[src/tkp_pkg.sv]
// ----------------------------------------------------------------------------
// tkp_pkg: shared types and constants of the top-K positive cell selector
// Field widths, list sizing, register map and controller/datapath structs.
// ----------------------------------------------------------------------------
`default_nettype none

package tkp_pkg;

  localparam int MAX_KEEP    = 16;
  localparam int GRID_SIDE   = 64;
  localparam int LAYER_COUNT = 16;

  localparam int SCORE_W = 32;
  localparam int COORD_W = $clog2(GRID_SIDE);
  localparam int LAYER_W = $clog2(LAYER_COUNT);
  localparam int IDX_W   = $clog2(MAX_KEEP);
  localparam int COUNT_W = $clog2(MAX_KEEP + 1);

  // APB register map
  localparam int PDATA_W = 32;
  localparam int PADDR_W = 3;
  localparam logic REG_REPORT_COUNT = 1'b0;
  localparam int   REPORT_COUNT_W   = 5;
  localparam logic [REPORT_COUNT_W-1:0] REPORT_COUNT_RST = 5'd10;

  typedef struct packed {
    logic signed [SCORE_W-1:0] score;
    logic [COORD_W-1:0]        col;
    logic [COORD_W-1:0]        row;
    logic [LAYER_W-1:0]        layer;
  } entry_t;

  typedef struct packed {
    logic ins;    // a cell beat is taken this cycle
    logic pop;    // head was delivered, shift list up
    logic clear;  // run done, empty the list
  } dp_cmd_t;

  typedef struct packed {
    logic [COUNT_W-1:0] kept;
  } dp_status_t;

endpackage

`default_nettype wire

[src/tkp_in_if.sv]
// ----------------------------------------------------------------------------
// tkp_in_if: cell input channel
// Valid/ready channel carrying one grid cell per beat.
// ----------------------------------------------------------------------------
`default_nettype none

interface tkp_in_if;
  logic                                valid;
  logic                                ready;
  logic signed [tkp_pkg::SCORE_W-1:0]  cell_score;
  logic [tkp_pkg::COORD_W-1:0]         col_index;
  logic [tkp_pkg::COORD_W-1:0]         row_index;
  logic [tkp_pkg::LAYER_W-1:0]         layer_index;
  logic                                frame_end;

  modport source (output valid, cell_score, col_index, row_index, layer_index, frame_end,
                  input ready);
  modport sink   (input valid, cell_score, col_index, row_index, layer_index, frame_end,
                  output ready);
endinterface

`default_nettype wire

[src/tkp_out_if.sv]
// ----------------------------------------------------------------------------
// tkp_out_if: ranked result channel
// Valid/ready channel carrying one reported cell per beat.
// ----------------------------------------------------------------------------
`default_nettype none

interface tkp_out_if;
  logic                                valid;
  logic                                ready;
  logic signed [tkp_pkg::SCORE_W-1:0]  best_score;
  logic [tkp_pkg::COORD_W-1:0]         best_col;
  logic [tkp_pkg::COORD_W-1:0]         best_row;
  logic [tkp_pkg::LAYER_W-1:0]         best_layer;
  logic [tkp_pkg::IDX_W-1:0]           rank;
  logic                                none_found;
  logic                                run_end;

  modport source (output valid, best_score, best_col, best_row, best_layer, rank,
                  none_found, run_end, input ready);
  modport sink   (input valid, best_score, best_col, best_row, best_layer, rank,
                  none_found, run_end, output ready);
endinterface

`default_nettype wire

[src/top_k_positive_cell_selector_unit.sv]
// ----------------------------------------------------------------------------
// top_k_positive_cell_selector_unit: top-K positive cell selector
// Keeps the best positive-score cells of a frame and reports them ranked.
// ----------------------------------------------------------------------------
// The frame_end beat moves the controller to S_LOAD, then to S_EMIT, where the
//   first result beat is valid. Throughput: one cell beat per cycle while a frame
//   fills; insertion is a parallel compare and shift across the 16-entry list.
// A frame's report has a setup state, S_LOAD, then min(report count, kept) result
//   beats in S_EMIT, or one beat if empty; no cell is taken meanwhile.
// Reset (rst, synchronous): list empty, report count = 10, controller in fill.
`default_nettype none

module top_k_positive_cell_selector_unit (
  input  wire                              clk,
  input  wire                              rst,
  tkp_in_if.sink                           in_ch,
  tkp_out_if.source                        out_ch,
  input  wire                              psel,
  input  wire                              penable,
  input  wire                              pwrite,
  input  wire [tkp_pkg::PADDR_W-1:0]       paddr,
  input  wire [tkp_pkg::PDATA_W-1:0]       pwdata,
  output logic [tkp_pkg::PDATA_W-1:0]      prdata,
  output logic                             pready
);

  logic [tkp_pkg::REPORT_COUNT_W-1:0] report_count;
  logic                            reg_hit;
  tkp_pkg::dp_cmd_t                cmd;
  tkp_pkg::dp_status_t             status;
  tkp_pkg::entry_t                 new_entry;
  tkp_pkg::entry_t                 head;
  logic [tkp_pkg::IDX_W-1:0]       rank;
  logic                            none;
  logic                            run_last;

  // ---- APB register: word index taken from paddr above the byte offset ----
  assign pready  = 1'b1;
  assign reg_hit = (paddr[2] == tkp_pkg::REG_REPORT_COUNT);
  assign prdata  = reg_hit ? tkp_pkg::PDATA_W'(report_count) : '0;

  always_ff @(posedge clk) begin
    if (rst) begin
      report_count <= tkp_pkg::REPORT_COUNT_RST;
    end else if (psel && penable && pwrite && pready && reg_hit) begin
      report_count <= pwdata[tkp_pkg::REPORT_COUNT_W-1:0];
    end
  end

  // ---- cell beat into the list ----
  assign new_entry.score = in_ch.cell_score;
  assign new_entry.col   = in_ch.col_index;
  assign new_entry.row   = in_ch.row_index;
  assign new_entry.layer = in_ch.layer_index;

  tkp_ctrl u_ctrl (
    .clk          (clk),
    .rst          (rst),
    .in_valid     (in_ch.valid),
    .in_frame_end (in_ch.frame_end),
    .in_ready     (in_ch.ready),
    .out_valid    (out_ch.valid),
    .out_ready    (out_ch.ready),
    .report_count (report_count),
    .status       (status),
    .cmd          (cmd),
    .rank         (rank),
    .none         (none),
    .run_last     (run_last)
  );

  tkp_datapath u_dp (
    .clk       (clk),
    .rst       (rst),
    .cmd       (cmd),
    .new_entry (new_entry),
    .status    (status),
    .head      (head)
  );

  // ---- result beat: list head is the output register; empty run shows zeros ----
  assign out_ch.best_score = none ? '0 : head.score;
  assign out_ch.best_col   = none ? '0 : head.col;
  assign out_ch.best_row   = none ? '0 : head.row;
  assign out_ch.best_layer = none ? '0 : head.layer;
  assign out_ch.rank       = rank;
  assign out_ch.none_found = none;
  assign out_ch.run_end    = run_last;

`ifndef SYNTH
  // list is empty once a run's last beat is taken
  a_clear_after_run: assert property (@(posedge clk) disable iff (rst)
    (out_ch.valid && out_ch.ready && out_ch.run_end) |=> (status.kept == '0))
    else $error("list not cleared after run");

  // an empty report is a single beat
  a_none_single: assert property (@(posedge clk) disable iff (rst)
    (out_ch.valid && out_ch.none_found) |-> (out_ch.run_end && out_ch.rank == '0))
    else $error("empty report not a single beat");

  // no cell taken while reporting
  a_no_overlap: assert property (@(posedge clk) disable iff (rst)
    !(in_ch.ready && out_ch.valid))
    else $error("input open during report");

  // frame end closes the input
  a_frame_close: assert property (@(posedge clk) disable iff (rst)
    (in_ch.valid && in_ch.ready && in_ch.frame_end) |=> !in_ch.ready)
    else $error("input still open after frame end");

  // kept count never exceeds list depth
  a_kept_bound: assert property (@(posedge clk) disable iff (rst)
    status.kept <= tkp_pkg::COUNT_W'(tkp_pkg::MAX_KEEP))
    else $error("kept count overflow");
`endif

endmodule

`default_nettype wire

[src/tkp_datapath.sv]
// ----------------------------------------------------------------------------
// tkp_datapath: sorted insertion list
// Compare-and-shift list of MAX_KEEP entries, descending score, stable on ties.
// ----------------------------------------------------------------------------
`default_nettype none

module tkp_datapath (
  input  wire                                clk,
  input  wire                                rst,
  input  wire tkp_pkg::dp_cmd_t              cmd,
  input  wire tkp_pkg::entry_t               new_entry,
  output tkp_pkg::dp_status_t                status,
  output tkp_pkg::entry_t                    head
);

  tkp_pkg::entry_t            list      [tkp_pkg::MAX_KEEP];
  tkp_pkg::entry_t            list_next [tkp_pkg::MAX_KEEP];
  logic [tkp_pkg::COUNT_W-1:0] kept;
  logic [tkp_pkg::COUNT_W-1:0] kept_next;
  logic [tkp_pkg::MAX_KEEP-1:0] ge;   // entry ranks ahead of new cell
  logic                        fit;

  // ge is a prefix mask since the list is sorted
  always_comb begin
    for (int i = 0; i < tkp_pkg::MAX_KEEP; i++) begin
      ge[i] = (tkp_pkg::COUNT_W'(i) < kept) && (list[i].score >= new_entry.score);
    end
  end

  assign fit = (new_entry.score > 0) && !ge[tkp_pkg::MAX_KEEP-1];

  for (genvar g = 0; g < tkp_pkg::MAX_KEEP; g++) begin : g_lane
    always_comb begin
      list_next[g] = list[g];
      if (cmd.pop) begin
        if (g < tkp_pkg::MAX_KEEP - 1) begin
          list_next[g] = list[(g < tkp_pkg::MAX_KEEP - 1) ? g + 1 : g];
        end
      end else if (cmd.ins && fit && !ge[g]) begin
        if (g == 0) begin
          list_next[g] = new_entry;
        end else if (ge[(g > 0) ? g - 1 : 0]) begin
          list_next[g] = new_entry;
        end else begin
          list_next[g] = list[(g > 0) ? g - 1 : 0];
        end
      end
    end

    always_ff @(posedge clk) begin
      list[g] <= list_next[g];
    end
  end

  always_comb begin
    kept_next = kept;
    if (cmd.clear) begin
      kept_next = '0;
    end else if (cmd.ins && fit && (kept < tkp_pkg::COUNT_W'(tkp_pkg::MAX_KEEP))) begin
      kept_next = kept + 1'b1;
    end
  end

  always_ff @(posedge clk) begin
    if (rst) begin
      kept <= '0;
    end else begin
      kept <= kept_next;
    end
  end

  assign status.kept = kept;
  assign head        = list[0];

endmodule

`default_nettype wire

[src/tkp_ctrl.sv]
// ----------------------------------------------------------------------------
// tkp_ctrl: frame controller
// Sequences fill, run setup and result delivery; keeps rank and run length.
// ----------------------------------------------------------------------------
`default_nettype none

module tkp_ctrl (
  input  wire                                 clk,
  input  wire                                 rst,
  input  wire                                 in_valid,
  input  wire                                 in_frame_end,
  output logic                                in_ready,
  output logic                                out_valid,
  input  wire                                 out_ready,
  input  wire [tkp_pkg::REPORT_COUNT_W-1:0]   report_count,
  input  wire tkp_pkg::dp_status_t            status,
  output tkp_pkg::dp_cmd_t                    cmd,
  output logic [tkp_pkg::IDX_W-1:0]           rank,
  output logic                                none,
  output logic                                run_last
);

  localparam logic [1:0] S_FILL = 2'd0;
  localparam logic [1:0] S_LOAD = 2'd1;
  localparam logic [1:0] S_EMIT = 2'd2;

  logic [1:0]                  state;
  logic [1:0]                  state_next;
  logic [tkp_pkg::COUNT_W-1:0] total;
  logic [tkp_pkg::COUNT_W-1:0] want;
  logic [tkp_pkg::COUNT_W-1:0] run_len;
  logic                        take_in;
  logic                        take_out;

  // report_count clamped to 1..MAX_KEEP
  always_comb begin
    if (report_count == '0) begin
      want = tkp_pkg::COUNT_W'(1);
    end else if (tkp_pkg::COUNT_W'(report_count) > tkp_pkg::COUNT_W'(tkp_pkg::MAX_KEEP)) begin
      want = tkp_pkg::COUNT_W'(tkp_pkg::MAX_KEEP);
    end else begin
      want = tkp_pkg::COUNT_W'(report_count);
    end
  end

  always_comb begin
    if (status.kept == '0) begin
      run_len = tkp_pkg::COUNT_W'(1);
    end else if (want < status.kept) begin
      run_len = want;
    end else begin
      run_len = status.kept;
    end
  end

  assign in_ready  = (state == S_FILL);
  assign out_valid = (state == S_EMIT);
  assign take_in   = in_valid && in_ready;
  assign take_out  = out_valid && out_ready;
  assign run_last  = ({1'b0, rank} + 1'b1) == total;

  assign cmd.ins   = take_in;
  assign cmd.pop   = take_out && !run_last;
  assign cmd.clear = take_out && run_last;

  always_comb begin
    state_next = state;
    case (state)
      S_FILL: begin
        if (take_in && in_frame_end) begin
          state_next = S_LOAD;
        end
      end
      S_LOAD: state_next = S_EMIT;
      S_EMIT: begin
        if (take_out && run_last) begin
          state_next = S_FILL;
        end
      end
      default: state_next = S_FILL;
    endcase
  end

  always_ff @(posedge clk) begin
    if (rst) begin
      state <= S_FILL;
      rank  <= '0;
      total <= tkp_pkg::COUNT_W'(1);
      none  <= 1'b0;
    end else begin
      state <= state_next;
      if (state == S_LOAD) begin
        rank  <= '0;
        total <= run_len;
        none  <= (status.kept == '0);
      end else if (take_out) begin
        rank <= rank + 1'b1;
      end
    end
  end

endmodule

`default_nettype wire

[src/flat_wrapper.sv]
// flat-port wrapper written by rule: the top's interface ports become plain ports
module top_k_positive_cell_selector_unit_flat 
  (clk, rst, psel, penable, pwrite, paddr, pwdata, prdata, pready, in_ch_valid, in_ch_cell_score, in_ch_col_index, in_ch_row_index, in_ch_layer_index, in_ch_frame_end, in_ch_ready, out_ch_valid, out_ch_best_score, out_ch_best_col, out_ch_best_row, out_ch_best_layer, out_ch_rank, out_ch_none_found, out_ch_run_end, out_ch_ready);
  tkp_in_if in_ch_i ();
  tkp_out_if out_ch_i ();
  input  wire clk;
  input  wire rst;
  input  wire psel;
  input  wire penable;
  input  wire pwrite;
  input  wire [tkp_pkg::PADDR_W-1:0] paddr;
  input  wire [tkp_pkg::PDATA_W-1:0] pwdata;
  output logic [tkp_pkg::PDATA_W-1:0] prdata;
  output logic pready;
  input wire logic [$bits(in_ch_i.valid)-1:0] in_ch_valid;
  input wire logic [$bits(in_ch_i.cell_score)-1:0] in_ch_cell_score;
  input wire logic [$bits(in_ch_i.col_index)-1:0] in_ch_col_index;
  input wire logic [$bits(in_ch_i.row_index)-1:0] in_ch_row_index;
  input wire logic [$bits(in_ch_i.layer_index)-1:0] in_ch_layer_index;
  input wire logic [$bits(in_ch_i.frame_end)-1:0] in_ch_frame_end;
  output wire logic [$bits(in_ch_i.ready)-1:0] in_ch_ready;
  output wire logic [$bits(out_ch_i.valid)-1:0] out_ch_valid;
  output wire logic [$bits(out_ch_i.best_score)-1:0] out_ch_best_score;
  output wire logic [$bits(out_ch_i.best_col)-1:0] out_ch_best_col;
  output wire logic [$bits(out_ch_i.best_row)-1:0] out_ch_best_row;
  output wire logic [$bits(out_ch_i.best_layer)-1:0] out_ch_best_layer;
  output wire logic [$bits(out_ch_i.rank)-1:0] out_ch_rank;
  output wire logic [$bits(out_ch_i.none_found)-1:0] out_ch_none_found;
  output wire logic [$bits(out_ch_i.run_end)-1:0] out_ch_run_end;
  input wire logic [$bits(out_ch_i.ready)-1:0] out_ch_ready;
  assign in_ch_i.valid = in_ch_valid;
  assign in_ch_i.cell_score = in_ch_cell_score;
  assign in_ch_i.col_index = in_ch_col_index;
  assign in_ch_i.row_index = in_ch_row_index;
  assign in_ch_i.layer_index = in_ch_layer_index;
  assign in_ch_i.frame_end = in_ch_frame_end;
  assign in_ch_ready = in_ch_i.ready;
  assign out_ch_valid = out_ch_i.valid;
  assign out_ch_best_score = out_ch_i.best_score;
  assign out_ch_best_col = out_ch_i.best_col;
  assign out_ch_best_row = out_ch_i.best_row;
  assign out_ch_best_layer = out_ch_i.best_layer;
  assign out_ch_rank = out_ch_i.rank;
  assign out_ch_none_found = out_ch_i.none_found;
  assign out_ch_run_end = out_ch_i.run_end;
  assign out_ch_i.ready = out_ch_ready;
  top_k_positive_cell_selector_unit u_core (.clk(clk), .rst(rst), .in_ch(in_ch_i), .out_ch(out_ch_i), .psel(psel), .penable(penable), .pwrite(pwrite), .paddr(paddr), .pwdata(pwdata), .prdata(prdata), .pready(pready));
endmodule
[config.mk]
export PLATFORM = sky130hd
export DESIGN_NAME = top_k_positive_cell_selector_unit_flat
export DESIGN_NICKNAME = d
export VERILOG_FILES = /design/src/tkp_pkg.sv /design/src/tkp_in_if.sv /design/src/tkp_out_if.sv /design/src/top_k_positive_cell_selector_unit.sv /design/src/tkp_datapath.sv /design/src/tkp_ctrl.sv /design/src/flat_wrapper.sv
export SDC_FILE = /design/constraint.sdc
export NUM_CORES = 2
export LEC_CHECK = 0
export ABC_AREA = 1
export BUFFER_PORTS_ARGS = -buffer_cell sky130_fd_sc_hd__buf_2
export CELL_PAD_IN_SITES_DETAIL_PLACEMENT = 0
export CELL_PAD_IN_SITES_GLOBAL_PLACEMENT = 1
export CORE_MARGIN = 3
export CORE_UTILIZATION = 49
export CTS_BUF_LIST = sky130_fd_sc_hd__clkbuf_8
export CTS_CLUSTER_DIAMETER = 40
export DETAILED_ROUTE_END_ITERATION = 12
export GPL_TIMING_DRIVEN = 0
export PLACE_DENSITY_LB_ADDON = 0.1
export SYNTH_ARGS = -nofsm -noshare
export SYNTH_HDL_FRONTEND = slang
export SYNTH_SLANG_ARGS = --single-unit
[constraint.sdc]
create_clock -name clk -period 5.97 [get_ports clk]
set_input_delay 0.597 -clock clk [delete_from_list [all_inputs] [get_ports clk]]
set_output_delay 0.597 -clock clk [all_outputs]
set_load 0.02 [all_outputs]
==> impl_results.md <==
- Post-DP Area: 0.0607 sq mm
- Post-Route WL: 244000 microns
- Clock root cell: clkbuf_8
- RR Endpoint: u_core.u_dp.list[0][286]
- Internal power: 11.6 mW
- Worst skew pair latency: 0.90 ns
- Final Instance Area: 0.0642 sq mm
- Predominant post-synthesis flop cell: edfxtp_1
- PortBufs: 122
- Clk buf depth: 3
- Worst vdd ir: 0.221 mV
- Clock Skew: 0.0358 ns
- Vias in the first global route: 53.2k
- CP Max Fanout: 27
- FP Rows: 124
- Initial antenna violation count: 13
- Hold Crit Class: in2reg
- Switch Pwr: 6.24 mW
- Top delay family on crit path: buffers and inverters
- Die ar.: 0.120 sq mm
- Critical-path cell list: buf_2 -> inv_1 -> clkbuf_2 -> ha_1 -> nand2_1 -> nor4_1 -> inv_1 -> nor2_1 -> nand2_1 -> nand3_1 -> nand3_1 -> nand2_1 -> buf_4 -> nand2_1 -> nand2_2 -> buf_12
- Post-synth EDFFs: 768
- Die H: 347 microns
- Pre-CTS setup slack: 0.478 ns
- Mapped Cells: 7623
- Die W: 347 microns
- Global-route usage over all layers: 39.6%
- H-tree levels: 4
- Final Critical Period: 4.82 ns
- Syn Std Cell Area: 0.0570 sq mm
- Actual slew at the worst max-slew pin: 1.40 ns
- Tcrit/Tclk final: 80.7%
- Crit start category: input port
- Fin. max-slew vios: 0
- Static Leak: 32.1 nW
- Relative slew margins: 6.56%
- Sw frac: 35.0%
- Vias per cell: 5.82
- Layout overhead on the synthesized area: 12.6%
- Final routed DRC violation total: 0
- Clk sinks: 790
- DRT Pass-1 Iters: 7
- Ys Warns: 0
- Status: finished, final reports clean
- Comb pwr share: 23.0%
- IO Pins: 180
- Netlist cell types: 38
- Max_cap viols: 0
- Post-synth ARST share: 0%
- CTS tree: yes
- Count of final setup violators: 0
- Critical Path Max Stage Delay: 0.63 ns
- Hold Crit Start: in_ch_cell_score[19]
- Placer Congestion: 0.969
- Worst setup margin: 1.15 ns
- Critical path arrival: 5.39 ns
- Post-detail-place hpwl: 196000 microns
- Sequential area share after synthesis: 41.2%
- Largest net degree at the start of global routing: 49
- Vias: 56.2k
- Pwr Density: 278 mW/mm^2
- Layout cells sized above 1: 9.23%
- Clock slew seen by the registers of the worst setup and hold paths: 0.06 ns
- Inserted Clock Buffers: 168
- Core Util, Final: 55.9%
- R2R depth: 10
- Antenna violation net count after detailed routing: 0
- WP buf/inv: 6
- WP data required: 6.54 ns
- Clk pwr share: 34.5%
- Global route overflow: 0
- Syn avg cell area: 7.48 sq um
- Fmax: 208 MHz
- Unrepaired setup endpoints after global routing: false
- Wirelength per Cell: 25.3 microns
- Setup bufs post-CTS: 0
- Worst r2r src: u_core.u_ctrl.rank[0]
- Core box area: 0.115 sq mm
- Final hold vios: 0
- #FFs+latches synth: 790
- Post-layout nets: 8606
- DRT iter0 DRCs: 6937
- Sequential share of power: 42.5%
- Most frequent cells in the layout: 2765 x nand2_1, 1458 x nand3_1, 913 x inv_1, 768 x edfxtp_1, 519 x ha_1
- Starting Density: 49.6%
- Reg2reg setup slack: 1.80 ns
- Crit Path Category: in2reg
- Hold Path Cell Cnt: 3
- Worst path slowest cell: clkbuf_2
- Hold EP: u_core.u_dp.list[0][35]
- Commonest non-fill, non-tap cell in the layout: nand2_1
- Worst setup EP type: flop
- First-pass GRT wire length: 346000 microns
- CP dominant cell by count: nand2_1
[metal layers]
| metal | vias to the layer above | wire length [microns] | part of all wire [%] | GRT usage [%] |
|---|---|---|---|---|
| met5 | - | 23 | 0.0094 | 0 |
| met4 | 4 | 16600 | 6.8 | 23.6 |
| met3 | 783 | 29000 | 12 | 11.2 |
| met2 | 3277 | 105000 | 43 | 60.4 |
| met1 | 26266 | 93500 | 38 | 50.1 |
| li1 | 25820 | - | - | - |
[worst reg2reg max path, delay by kind of cell (launching register included)]
family,cells,cell delay (ns)
and+or+nand+nor,5,1.55
buffers and inverters,3,1.46
DFF,1,0.42
adders and majority gates,1,0.29
xor gates and xnor gates,1,0.16
[worst max path at each step]
stage,end,depth (start not counted),from
CTS,u_core.u_dp.list[0][286],16,in_ch_cell_score[31]
floorplan,u_core.u_dp.list[0][192],14,in_ch_cell_score[31]
detailed placement,u_core.u_dp.list[0][250],16,in_ch_cell_score[31]
global placement,u_core.u_dp.list[1][57],16,in_ch_cell_score[17]
finish,u_core.u_dp.list[0][286],16,in_ch_cell_score[31]
global route,u_core.u_dp.list[0][286],16,in_ch_cell_score[31]
[through the flow]
stage	hold slack [ns]	std cells	TNS, ns	power, mW
final	0.107	9642	0	17.8
after global routing	0.0963	9639	0	18.5
after CTS	0.0376	9636	0	17.7
after detailed placement	0.462	9330	0	11.6
after global placement	0.461	9283	-1776.08	11.4
after floorplan	0.444	7649	0	9.89
[final cells by class]
| type | count | area (sq um) |
|---|---|---|
| plain buffers | 468 | 2310 |
| diodes | 6 | 15.0 |
| clock buffers | 174 | 2390 |
| flip-flops and latches | 790 | 23500 |
| multi-input cells | 5503 | 28000 |
| well taps | 1512 | 1890 |
| fillers | 11371 | 50600 |
| repair buffers | 177 | 1710 |
| inverters | 888 | 3330 |
| clock inverters | 124 | 1000 |
[power by group through the flow]
stage | Sequential, mW | Combinational, mW | Clock, mW
after detailed placement | 7.65 | 3.97 | 0
after CTS | 7.54 | 3.99 | 6.16
final | 7.57 | 4.11 | 6.15
after floorplan | 7.33 | 2.56 | 0
after global routing | 7.59 | 4.53 | 6.42
after global placement | 7.69 | 3.72 | 0
[synthesized netlist by cell type, types with 2 or more instances]
master / n / area share [%]
nand3_2: 8 / 0.14
a21o_1: 16 / 0.21
nor3_1: 10 / 0.088
xor2_1: 4 / 0.061
conb_1: 2 / 0.013
buf_4: 56 / 0.74
a21oi_1: 238 / 2.1
o21a_1: 28 / 0.37
clkbuf_1: 167 / 1.1
nand2_2: 2 / 0.022
inv_2: 7 / 0.046
buf_1: 21 / 0.14
xnor2_1: 4 / 0.061
buf_2: 220 / 1.9
o211ai_1: 4 / 0.053
nand2_1: 2780 / 18
edfxtp_1: 768 / 40
nand4_1: 41 / 0.45
dfxtp_1: 22 / 0.77
inv_1: 880 / 5.8
nor2_1: 215 / 1.4
o21ai_1: 7 / 0.061
nand3_1: 1458 / 13
buf_6: 3 / 0.059
a31oi_1: 2 / 0.022
ha_1: 519 / 11
nand3b_1: 5 / 0.066
and3_1: 5 / 0.055
nor4_1: 9 / 0.099
nor4_2: 7 / 0.15
o21ai_0: 108 / 0.95
[cells by family (layout without fill, tap and decap cells)]
logic type,after synthesis,after routing,share of synthesized area (%)
AOI/OAI and AO/OA,406,406,3.80
xor gates and xnor gates,8,8,0.123
adders and majority gates,519,519,11.4
buffers and inverters,1356,1831,9.82
DFF,790,790,41.2
other,2,34,0.0132
and+or+nand+nor,4542,4542,33.6
[registers in the layout (all words and copies together), names as in the netlist]
signal and cells:
u_core.u_dp.list 768, u_core.u_ctrl.rank 4, u_core.u_ctrl.state 2, u_core.u_dp.status 5
u_core.report_count 5, u_core.u_ctrl.total 5, u_core.u_ctrl.none 1
[repair_timing]
item / CTS / global route
resized for setup: 0 / 0
hold buffers: 8 / 0
hold endpoints to repair: 7 / 0
Note: power is estimated with default switching activity, not from simulation.
